## config.mk

```make
export PLATFORM = sky130hd
export DESIGN_NAME = seven_segment_display_command_sequencer
export DESIGN_NICKNAME = d
export VERILOG_FILES = /design/src/hdl/ssd_pkg.sv /design/src/hdl/seven_segment_display_command_sequencer.sv /design/src/hdl/ssd_front.sv /design/src/hdl/ssd_queue.sv /design/src/hdl/ssd_back.sv
export SDC_FILE = /design/constraint.sdc
export NUM_CORES = 1
export LEC_CHECK = 0
export ABC_CLOCK_PERIOD_IN_PS = 4200
export BUFFER_PORTS_ARGS = -buffer_cell sky130_fd_sc_hd__buf_4
export CAP_MARGIN = 5
export CELL_PAD_IN_SITES_DETAIL_PLACEMENT = 0
export CELL_PAD_IN_SITES_GLOBAL_PLACEMENT = 1
export CORE_MARGIN = 3
export CORE_UTILIZATION = 49
export DETAILED_ROUTE_END_ITERATION = 8
export GPL_TIMING_DRIVEN = 0
export PLACE_DENSITY = 0.83
export SYNTH_ARGS = -nofsm -noshare
export SYNTH_HDL_FRONTEND = slang
export SYNTH_SLANG_ARGS = --single-unit
```

## constraint.sdc

```tcl
create_clock -name clk -period 4.2 [get_ports clk]
set_input_delay 0.84 -clock clk [delete_from_list [all_inputs] [get_ports clk]]
set_output_delay 0.84 -clock clk [all_outputs]
set_load 0.02 [all_outputs]
```

## src/hdl/ssd_pkg.sv

```systemverilog
// shared types, constants and digit encoding for the seven-segment command sequencer
package ssd_pkg;

  localparam int MAX_DIGITS = 4;
  localparam int SEG_N      = (MAX_DIGITS > 4) ? MAX_DIGITS : 4;
  localparam int SEG_IW     = (SEG_N > 1) ? $clog2(SEG_N) : 1;
  localparam int CNT_W      = $clog2(SEG_N + 1);
  localparam int CNT_LIM    = (MAX_DIGITS < 4) ? MAX_DIGITS : 4;
  localparam int VB_W       = 8 * SEG_N;

  localparam int IN_TDATA_W  = 40;
  localparam int IN_TUSER_W  = 2;
  localparam int OUT_TDATA_W = 8;
  localparam int OUT_TUSER_W = 2;
  localparam int CFG_IDX_W   = 1;
  localparam int CFG_DATA_W  = 3;

  localparam int Q_DEPTH = 2;
  localparam int Q_AW    = 1;
  localparam int Q_CW    = $clog2(Q_DEPTH + 1);
  localparam int REP_W   = 2;

  localparam logic [7:0] CMD_AUTO  = 8'h40;
  localparam logic [7:0] CMD_FIXED = 8'h44;
  localparam logic [7:0] ADDR_BASE = 8'hc0;
  localparam logic [7:0] CTRL_ON   = 8'h88;
  localparam logic [7:0] BLANK_IN  = 8'h7f;
  localparam logic [7:0] DASH_IN   = 8'h40;
  localparam logic [7:0] POINT_BIT = 8'h80;
  localparam logic [7:0] SEG_BLANK = 8'h00;

  localparam logic [REP_W-1:0] REP_ONE   = 2'd0;
  localparam logic [REP_W-1:0] REP_CLEAR = 2'd3;

  localparam logic [2:0] DIGIT_COUNT_RST = 3'd4;
  localparam logic [2:0] BRIGHTNESS_RST  = 3'd2;

  typedef enum logic [1:0] {
    CMD_SHOW_ALL = 2'd0,
    CMD_SHOW_ONE = 2'd1,
    CMD_RAW      = 2'd2,
    CMD_CLEAR    = 2'd3
  } cmd_t;

  typedef enum logic [CFG_IDX_W-1:0] {
    REG_DIGIT_COUNT = 1'd0,
    REG_BRIGHTNESS  = 1'd1
  } reg_idx_t;

  typedef enum logic [2:0] {
    ST_IDLE,
    ST_DCMD,
    ST_ADDR,
    ST_DATA,
    ST_CTRL
  } bk_state_t;

  typedef logic [CNT_W-1:0] cnt_t;

  // one decoded request
  typedef struct packed {
    logic                  auto_inc;
    cnt_t                  cnt;
    logic [2:0]            addr;
    logic [REP_W-1:0]      rep_max;
    logic [SEG_N-1:0][7:0] seg;
  } desc_t;

  typedef struct packed {
    logic full;
    logic empty;
  } q_stat_t;

  function automatic logic [7:0] glyph(input logic [3:0] d);
    logic [7:0] g;
    case (d)
      4'h0: g = 8'h3f;
      4'h1: g = 8'h06;
      4'h2: g = 8'h5b;
      4'h3: g = 8'h4f;
      4'h4: g = 8'h66;
      4'h5: g = 8'h6d;
      4'h6: g = 8'h7d;
      4'h7: g = 8'h07;
      4'h8: g = 8'h7f;
      4'h9: g = 8'h6f;
      4'ha: g = 8'h77;
      4'hb: g = 8'h7c;
      4'hc: g = 8'h39;
      4'hd: g = 8'h5e;
      4'he: g = 8'h79;
      4'hf: g = 8'h71;
      default: g = 8'h00;
    endcase
    return g;
  endfunction

  function automatic logic [7:0] encode_digit(input logic [7:0] v);
    logic [7:0] s;
    if (v == BLANK_IN) begin
      s = SEG_BLANK;
    end else if (v == DASH_IN) begin
      s = DASH_IN;
    end else if (v > BLANK_IN) begin
      s = glyph(v[3:0]) | POINT_BIT;
    end else begin
      s = glyph(v[3:0]);
    end
    return s;
  endfunction

endpackage

```

## src/hdl/seven_segment_display_command_sequencer.sv

```systemverilog
// top level: config registers, classifier, descriptor queue and byte sequencer
//
//  channel   dir  handshake            payload
//  in_       in   in_tvalid/in_tready  tuser cmd, tdata position and four digit values
//  out_      out  out_tvalid/out_tready tdata tx_byte, tuser frame flags, tlast
//  cfg_      in   cfg_valid/cfg_ready  cfg_index register, cfg_data value
//
//  a request is taken whenever the two-entry queue has room
//  the sequencer sends one byte per cycle through its output register unless out_tready
//  stalls it; a request sends a data command, an address, its data bytes and a control
//  byte, repeated for digits 0 to 3 on clear all; that byte loop sets the sustained rate
//  reset clears the queue, the sequencer and the registers (digit count 4, brightness 2)
//  a stalled output holds its byte while the queue keeps accepting requests
module seven_segment_display_command_sequencer (
  input  logic                               clk,
  input  logic                               rst_n,
  input  logic                               in_tvalid,
  output logic                               in_tready,
  // [2:0] position, [10:3] value_0, [18:11] value_1, [26:19] value_2,
  // [34:27] value_3, [39:35] zero
  input  logic [ssd_pkg::IN_TDATA_W-1:0]     in_tdata,
  // [1:0] cmd
  input  logic [ssd_pkg::IN_TUSER_W-1:0]     in_tuser,
  output logic                               out_tvalid,
  input  logic                               out_tready,
  // [7:0] tx_byte
  output logic [ssd_pkg::OUT_TDATA_W-1:0]    out_tdata,
  // [0] opens_frame, [1] closes_frame
  output logic [ssd_pkg::OUT_TUSER_W-1:0]    out_tuser,
  output logic                               out_tlast,
  input  logic                               cfg_valid,
  output logic                               cfg_ready,
  input  logic [ssd_pkg::CFG_IDX_W-1:0]      cfg_index,
  input  logic [ssd_pkg::CFG_DATA_W-1:0]     cfg_data
);

  logic [2:0]          digit_count_r, digit_count_nxt;
  logic [2:0]          brightness_r, brightness_nxt;
  logic                push, pop;
  ssd_pkg::desc_t      push_desc, head_desc;
  ssd_pkg::q_stat_t    q_stat;

  assign cfg_ready = 1'b1;

  always_comb begin
    digit_count_nxt = digit_count_r;
    brightness_nxt  = brightness_r;
    if (cfg_valid && cfg_ready) begin
      case (ssd_pkg::reg_idx_t'(cfg_index))
        ssd_pkg::REG_DIGIT_COUNT: digit_count_nxt = cfg_data;
        ssd_pkg::REG_BRIGHTNESS:  brightness_nxt  = cfg_data;
        default: begin
          digit_count_nxt = digit_count_r;
        end
      endcase
    end
  end

  always_ff @(posedge clk) begin
    if (!rst_n) begin
      digit_count_r <= ssd_pkg::DIGIT_COUNT_RST;
      brightness_r  <= ssd_pkg::BRIGHTNESS_RST;
    end else begin
      digit_count_r <= digit_count_nxt;
      brightness_r  <= brightness_nxt;
    end
  end

  ssd_front u_front (
    .in_tvalid   (in_tvalid),
    .in_tready   (in_tready),
    .in_tdata    (in_tdata),
    .in_tuser    (in_tuser),
    .digit_count (digit_count_r),
    .q_stat      (q_stat),
    .push        (push),
    .push_desc   (push_desc)
  );

  ssd_queue u_queue (
    .clk       (clk),
    .rst_n     (rst_n),
    .push      (push),
    .push_desc (push_desc),
    .pop       (pop),
    .head_desc (head_desc),
    .q_stat    (q_stat)
  );

  ssd_back u_back (
    .clk        (clk),
    .rst_n      (rst_n),
    .head_desc  (head_desc),
    .q_stat     (q_stat),
    .pop        (pop),
    .brightness (brightness_r),
    .out_tvalid (out_tvalid),
    .out_tready (out_tready),
    .out_tdata  (out_tdata),
    .out_tuser  (out_tuser),
    .out_tlast  (out_tlast)
  );

endmodule

```

## src/hdl/ssd_front.sv

```systemverilog
// request classifier: decodes a request into a frame descriptor
module ssd_front (
  input  logic                               in_tvalid,
  output logic                               in_tready,
  input  logic [ssd_pkg::IN_TDATA_W-1:0]     in_tdata,
  input  logic [ssd_pkg::IN_TUSER_W-1:0]     in_tuser,
  input  logic [2:0]                         digit_count,
  input  ssd_pkg::q_stat_t                   q_stat,
  output logic                               push,
  output ssd_pkg::desc_t                     push_desc
);

  logic [2:0]                                 pos;
  logic [ssd_pkg::VB_W-1:0]                   vbits;
  logic [ssd_pkg::SEG_N-1:0][7:0]             vals;
  ssd_pkg::cmd_t                              cmd;
  ssd_pkg::cnt_t                              show_cnt;

  assign cmd       = ssd_pkg::cmd_t'(in_tuser);
  assign pos       = in_tdata[2:0];
  assign vbits     = ssd_pkg::VB_W'(in_tdata[34:3]);
  assign vals      = vbits;
  assign in_tready = !q_stat.full;
  assign push      = in_tvalid && in_tready;

  always_comb begin
    if (digit_count > 3'(ssd_pkg::CNT_LIM)) begin
      show_cnt = ssd_pkg::CNT_W'(ssd_pkg::CNT_LIM);
    end else begin
      show_cnt = ssd_pkg::CNT_W'(digit_count);
    end
  end

  always_comb begin
    push_desc          = '0;
    push_desc.rep_max  = ssd_pkg::REP_ONE;
    case (cmd)
      ssd_pkg::CMD_SHOW_ALL: begin
        push_desc.auto_inc = 1'b1;
        push_desc.cnt      = show_cnt;
        for (int i = 0; i < ssd_pkg::SEG_N; i++) begin
          push_desc.seg[i] = ssd_pkg::encode_digit(vals[i]);
        end
      end
      ssd_pkg::CMD_SHOW_ONE: begin
        push_desc.addr   = pos;
        push_desc.seg[0] = ssd_pkg::encode_digit(vals[0]);
      end
      ssd_pkg::CMD_RAW: begin
        if (pos == 3'd0) begin
          push_desc.auto_inc = 1'b1;
          push_desc.cnt      = ssd_pkg::CNT_W'(ssd_pkg::MAX_DIGITS);
          for (int i = 0; i < ssd_pkg::SEG_N; i++) begin
            push_desc.seg[i] = vals[0];
          end
        end else begin
          push_desc.addr   = pos - 3'd1;
          push_desc.seg[0] = vals[0];
        end
      end
      ssd_pkg::CMD_CLEAR: begin
        push_desc.seg[0] = ssd_pkg::SEG_BLANK;
        if (pos == 3'd0) begin
          // four fixed-address updates, digits 0 to 3
          push_desc.rep_max = ssd_pkg::REP_CLEAR;
        end else begin
          push_desc.addr = pos - 3'd1;
        end
      end
      default: begin
        push_desc = '0;
      end
    endcase
  end

endmodule

```

## src/hdl/ssd_queue.sv

```systemverilog
// two-entry descriptor queue between classifier and byte sequencer
module ssd_queue (
  input  logic               clk,
  input  logic               rst_n,
  input  logic               push,
  input  ssd_pkg::desc_t     push_desc,
  input  logic               pop,
  output ssd_pkg::desc_t     head_desc,
  output ssd_pkg::q_stat_t   q_stat
);

  ssd_pkg::desc_t              mem_r [ssd_pkg::Q_DEPTH];
  logic [ssd_pkg::Q_AW-1:0]    wr_ptr_r, wr_ptr_nxt;
  logic [ssd_pkg::Q_AW-1:0]    rd_ptr_r, rd_ptr_nxt;
  logic [ssd_pkg::Q_CW-1:0]    count_r, count_nxt;

  assign q_stat.full  = (count_r == ssd_pkg::Q_CW'(ssd_pkg::Q_DEPTH));
  assign q_stat.empty = (count_r == '0);
  assign head_desc    = mem_r[rd_ptr_r];

  always_comb begin
    wr_ptr_nxt = push ? wr_ptr_r + 1'b1 : wr_ptr_r;
    rd_ptr_nxt = pop ? rd_ptr_r + 1'b1 : rd_ptr_r;
    count_nxt  = count_r;
    if (push && !pop) begin
      count_nxt = count_r + 1'b1;
    end else if (pop && !push) begin
      count_nxt = count_r - 1'b1;
    end
  end

  always_ff @(posedge clk) begin
    if (!rst_n) begin
      wr_ptr_r <= '0;
      rd_ptr_r <= '0;
      count_r  <= '0;
    end else begin
      wr_ptr_r <= wr_ptr_nxt;
      rd_ptr_r <= rd_ptr_nxt;
      count_r  <= count_nxt;
    end
  end

  always_ff @(posedge clk) begin
    if (push) begin
      mem_r[wr_ptr_r] <= push_desc;
    end
  end

  a_no_overflow: assert property (@(posedge clk) disable iff (!rst_n)
    push |-> (!q_stat.full || pop))
    else $error("queue written while full");

  a_no_underflow: assert property (@(posedge clk) disable iff (!rst_n)
    pop |-> !q_stat.empty)
    else $error("queue read while empty");

endmodule

```

## src/hdl/ssd_back.sv

```systemverilog
// byte sequencer: walks a descriptor through its frames, one byte per cycle while the output is not stalled
module ssd_back (
  input  logic                               clk,
  input  logic                               rst_n,
  input  ssd_pkg::desc_t                     head_desc,
  input  ssd_pkg::q_stat_t                   q_stat,
  output logic                               pop,
  input  logic [2:0]                         brightness,
  output logic                               out_tvalid,
  input  logic                               out_tready,
  output logic [ssd_pkg::OUT_TDATA_W-1:0]    out_tdata,
  output logic [ssd_pkg::OUT_TUSER_W-1:0]    out_tuser,
  output logic                               out_tlast
);

  ssd_pkg::bk_state_t                state_r, state_nxt;
  ssd_pkg::desc_t                    desc_r;
  logic [ssd_pkg::SEG_IW-1:0]        seg_idx_r, seg_idx_nxt;
  logic [ssd_pkg::REP_W-1:0]         rep_r, rep_nxt;
  logic                              ovalid_r, ovalid_nxt;
  logic [7:0]                        obyte_r;
  logic                              oopen_r, oclose_r, olast_r;

  logic                              adv;
  logic                              seg_end;
  logic                              more_reps;
  logic                              done;
  logic [7:0]                        byte_c;
  logic                              open_c, close_c, last_c;

  assign adv       = (state_r != ssd_pkg::ST_IDLE) && (!ovalid_r || out_tready);
  assign seg_end   = (ssd_pkg::cnt_t'(seg_idx_r) + ssd_pkg::cnt_t'(1)) == desc_r.cnt;
  assign more_reps = !desc_r.auto_inc && (rep_r != desc_r.rep_max);
  assign done      = (state_r == ssd_pkg::ST_CTRL) && adv && !more_reps;
  assign pop       = ((state_r == ssd_pkg::ST_IDLE) || done) && !q_stat.empty;

  // next state
  always_comb begin
    state_nxt = state_r;
    case (state_r)
      ssd_pkg::ST_IDLE: begin
        if (!q_stat.empty) begin
          state_nxt = ssd_pkg::ST_DCMD;
        end
      end
      ssd_pkg::ST_DCMD: begin
        if (adv) begin
          state_nxt = ssd_pkg::ST_ADDR;
        end
      end
      ssd_pkg::ST_ADDR: begin
        if (adv) begin
          if (desc_r.auto_inc && desc_r.cnt == '0) begin
            state_nxt = ssd_pkg::ST_CTRL;
          end else begin
            state_nxt = ssd_pkg::ST_DATA;
          end
        end
      end
      ssd_pkg::ST_DATA: begin
        if (adv && (!desc_r.auto_inc || seg_end)) begin
          state_nxt = ssd_pkg::ST_CTRL;
        end
      end
      ssd_pkg::ST_CTRL: begin
        if (adv) begin
          if (more_reps || !q_stat.empty) begin
            state_nxt = ssd_pkg::ST_DCMD;
          end else begin
            state_nxt = ssd_pkg::ST_IDLE;
          end
        end
      end
      default: begin
        state_nxt = ssd_pkg::ST_IDLE;
      end
    endcase
  end

  // byte and framing flags for the current step
  always_comb begin
    byte_c  = '0;
    open_c  = 1'b0;
    close_c = 1'b0;
    last_c  = 1'b0;
    case (state_r)
      ssd_pkg::ST_IDLE: begin
        byte_c = '0;
      end
      ssd_pkg::ST_DCMD: begin
        byte_c  = desc_r.auto_inc ? ssd_pkg::CMD_AUTO : ssd_pkg::CMD_FIXED;
        open_c  = 1'b1;
        close_c = 1'b1;
      end
      ssd_pkg::ST_ADDR: begin
        byte_c  = ssd_pkg::ADDR_BASE | {5'd0, desc_r.addr + {1'b0, rep_r}};
        open_c  = 1'b1;
        close_c = desc_r.auto_inc && (desc_r.cnt == '0);
      end
      ssd_pkg::ST_DATA: begin
        byte_c  = desc_r.seg[seg_idx_r];
        close_c = !desc_r.auto_inc || seg_end;
      end
      ssd_pkg::ST_CTRL: begin
        byte_c  = ssd_pkg::CTRL_ON + {5'd0, brightness};
        open_c  = 1'b1;
        close_c = 1'b1;
        last_c  = !more_reps;
      end
      default: begin
        byte_c = '0;
      end
    endcase
  end

  always_comb begin
    seg_idx_nxt = seg_idx_r;
    rep_nxt     = rep_r;
    if (pop) begin
      seg_idx_nxt = '0;
      rep_nxt     = '0;
    end else if (adv && state_r == ssd_pkg::ST_DATA && desc_r.auto_inc && !seg_end) begin
      seg_idx_nxt = seg_idx_r + 1'b1;
    end else if (adv && state_r == ssd_pkg::ST_CTRL && more_reps) begin
      rep_nxt = rep_r + 1'b1;
    end
    if (adv) begin
      ovalid_nxt = 1'b1;
    end else if (out_tready) begin
      ovalid_nxt = 1'b0;
    end else begin
      ovalid_nxt = ovalid_r;
    end
  end

  always_ff @(posedge clk) begin
    if (!rst_n) begin
      state_r   <= ssd_pkg::ST_IDLE;
      seg_idx_r <= '0;
      rep_r     <= '0;
      ovalid_r  <= 1'b0;
    end else begin
      state_r   <= state_nxt;
      seg_idx_r <= seg_idx_nxt;
      rep_r     <= rep_nxt;
      ovalid_r  <= ovalid_nxt;
    end
  end

  always_ff @(posedge clk) begin
    if (pop) begin
      desc_r <= head_desc;
    end
    if (adv) begin
      obyte_r  <= byte_c;
      oopen_r  <= open_c;
      oclose_r <= close_c;
      olast_r  <= last_c;
    end
  end

  assign out_tvalid = ovalid_r;
  assign out_tdata  = obyte_r;
  assign out_tuser  = {oclose_r, oopen_r};
  assign out_tlast  = olast_r;

  a_seg_in_range: assert property (@(posedge clk) disable iff (!rst_n)
    (state_r == ssd_pkg::ST_DATA && desc_r.auto_inc)
      |-> (ssd_pkg::cnt_t'(seg_idx_r) < desc_r.cnt))
    else $error("segment index past digit count");

  a_rep_in_range: assert property (@(posedge clk) disable iff (!rst_n)
    (state_r != ssd_pkg::ST_IDLE && !desc_r.auto_inc) |-> (rep_r <= desc_r.rep_max))
    else $error("repeat count past its limit");

  a_last_closes: assert property (@(posedge clk) disable iff (!rst_n)
    (ovalid_r && olast_r) |-> (oclose_r && oopen_r))
    else $error("final byte of a request is not a closed control frame");

endmodule
```

==> impl_metrics.json <==
{
  "setup_ws_ns": 1.50,
  "switching_share_pct": 27.9,
  "htreeDepth": 4,
  "regToRegSetupSlack_ns": 1.66,
  "antenna_found_initial": 0,
  "rsz0062_at_grt": "no",
  "io_pins": 65,
  "insertion_delay_ns": 0.40,
  "cp-start-kind": "input port",
  "hold_violations": 0,
  "drt-total-wl_um": 15000,
  "maxSlewViolCount": 0,
  "setup_viol": 0,
  "switchingPower_mw": 1.37,
  "syn2layout_area_growth_pct": 17.4,
  "drive_above_1_share_pct": 24.2,
  "cts_root_buf": "clkbuf_16",
  "firstDrtPassIters": 5,
  "synth_warnings": 0,
  "worst_slew_pin_slew_ns": 0.849,
  "die_x_um": 128,
  "p_per_area_nw_per_um2": 569,
  "finish.net_count": 730,
  "end_kind": "flip-flop",
  "grt_pass1_wl_um": 24200,
  "max_slew_margin_pct": 42.6,
  "yosysSeqAreaShare_pct": 58.6,
  "place_ws_ns": 1.06,
  "antenna_cells": 0,
  "drv_cap": 0,
  "grt_pass1_vias": 4591,
  "die_y_um": 128,
  "yosys-top-cells-area": "edfxtp_1 54%, mux2_2 6.8%, ha_1 5.3%",
  "drt-vias-per-instance": 5.59,
  "route.detailed.drc": 0,
  "p_leak_nw": 3.20,
  "drt_iter0_drc": 462,
  "die-area_um2": 16500,
  "synth_flop_cell": "edfxtp_1",
  "synth_area_um2": 7330,
  "synth_top_cell_area_share_pct": 53.7,
  "async_reset_ff_share_pct": 0,
  "grt_overflow": 0,
  "synth_commonest_cells": "131 x edfxtp_1, 47 x nand2_1, 44 x mux2_2, 37 x o21ai_0, 31 x ha_1",
  "peakVddDrop_mv": 0.305,
  "clockPowerShare_pct": 28.4,
  "placed_area_um2": 8060,
  "place_hpwl_um": 10900,
  "clk_pin_slew_worst_paths_ns": 0.06,
  "numCtsBuffers": 17,
  "globalplace.congestion": 0.884,
  "worst-r2r-cell-count": 7,
  "synth_area_per_cell_um2": 12.9,
  "cp_max_fo": 10,
  "fin_util_pct": 59.0,
  "holdBufCountCts": 0,
  "cts_tree": "yes",
  "rr_endpoint": "u_queue.count_r[1]",
  "fmax_mhz": 371,
  "yosysTopAreaCell": "edfxtp_1",
  "synth_edf_count": 131,
  "place_inst": 812,
  "clockBufferDepth": 2,
  "yosysUniqueCellTypes": 58,
  "core_area_um2": 14600,
  "groute.usage.overall_pct": 18.9,
  "fin_crit_sh_pct": 64.2,
  "r2r_start": "u_back.rep_r[0]",
  "cts_setup_buffers": 0,
  "status": "completed",
  "cp.required_ns": 4.53,
  "ys_ff_latch": 149,
  "period_needed_ns": 2.70,
  "crit_start": "out_tready",
  "internal_power_mw": 3.53,
  "fin_hold_ws_ns": 0.473,
  "hold_depth": 2,
  "synthMostInstantiatedCell": "edfxtp_1",
  "drt-wirelength-per-cell_um": 17.8,
  "synthCells": 568,
  "start_util_pct": 50.2,
  "cts.sinks": 149,
  "vias": 4710,
  "final_cells": 842,
  "postCtsResizedCells": 0,
  "p_seq_share_pct": 46.8,
  "min_from": "brightness_r[0]",
  "criticalPathCategory": "input port to flip-flop",
  "fin_skew_ns": 0.00499,
  "synth_fp_nets": 651,
  "antenna_left": 0,
  "port_buffers": 55,
  "final_area_um2": 8610,
  "hold-path-endpoint": "brightness_r[0]",
  "critPathArrivalTime_ns": 3.03,
  "power.share.combinational_pct": 24.8,
  "grt_max_degree": 31,
  "min_path_type": "flip-flop to flip-flop",
  "rows": 44
}
## sequential cells by signal (all words and copies together), names as in the netlist, 2 cells and up
signal            count
u_back.rep_r          2
u_queue.mem_r        80
u_back.seg_idx_r      2
u_back.out_tdata      8
u_back.state_r        3
u_queue.count_r       2
u_back.desc_r        40
digit_count_r         3
brightness_r          3
## cells in the final DEF (no fill, tap or decap), types with 12 or more instances in the layout
master	n
dfxtp_1	18
a21oi_1	12
nor2b_1	19
mux2_2	44
nand2_1	47
nand3_1	17
inv_1	19
edfxtp_1	131
clkbuf_16	17
ha_1	31
o21ai_0	37
nor2_1	22
clkbuf_1	22
buf_4	59
nor3_1	13
## worst max path at each step
| stage | to | slack [ns] | cells past startpoint |
|---|---|---|---|
| after global placement | u_queue.count_r[1] | -0.50 | 8 |
| after CTS | u_queue.count_r[1] | 1.49 | 8 |
| after floorplan | u_queue.count_r[1] | 0.42 | 7 |
| after detailed placement | u_queue.count_r[1] | 1.06 | 8 |
| after global routing | u_queue.count_r[1] | 1.30 | 8 |
| final | u_queue.count_r[1] | 1.50 | 8 |
## through the flow
stage,setup TNS (ns),total power [mW]
final,0,4.90
after global routing,0,5.14
after CTS,0,4.94
after detailed placement,0,3.54
after global placement,-0.825,3.44
after floorplan,0,3.06
## logic make-up after synthesis
group / share of synthesized area [%]
buffers and inverters: 2.82
xor gates and xnor gates: 1.20
muxes: 11.2
AOI/OAI and AO/OA: 9.54
other: 0.0512
and+or+nand+nor: 11.0
DFF: 58.6
adders and majority gates: 5.57
## power groups by stage
stage	registers (mW)	clock network [mW]	logic, mW
after floorplan	2.33	0	0.738
after global placement	2.33	0	1.12
after detailed placement	2.33	0	1.21
after CTS	2.30	1.41	1.22
after global routing	2.33	1.48	1.33
final	2.30	1.39	1.22
## routing by layer
layer | up-vias | routed length (um) | global-route usage, %
li1 | 2271 | - | -
met1 | 2302 | 6640 | 25.6
met2 | 123 | 7450 | 31.5
met3 | 14 | 630 | 3.50
met4 | 0 | 236 | 5.49
met5 | - | 0 | 0
## critical path, stage by stage
cell       delay [ns]
buf_4            0.08
nand2b_1         0.23
o31ai_2          0.13
a2111oi_4        0.77
inv_1            0.11
ha_1             0.35
or3_1            0.35
a21boi_0         0.15
## area by class of cell
cell class	count	area [um^2]
tap	184	230
timing repair buffer	60	494
fill	1133	5980
clock buffer	19	433
inverter	19	71.3
multi-input combinational	369	2840
sequential	149	4290
clock inverter	11	113
buffer	31	135
Note: power is estimated with default switching activity, not from simulation.
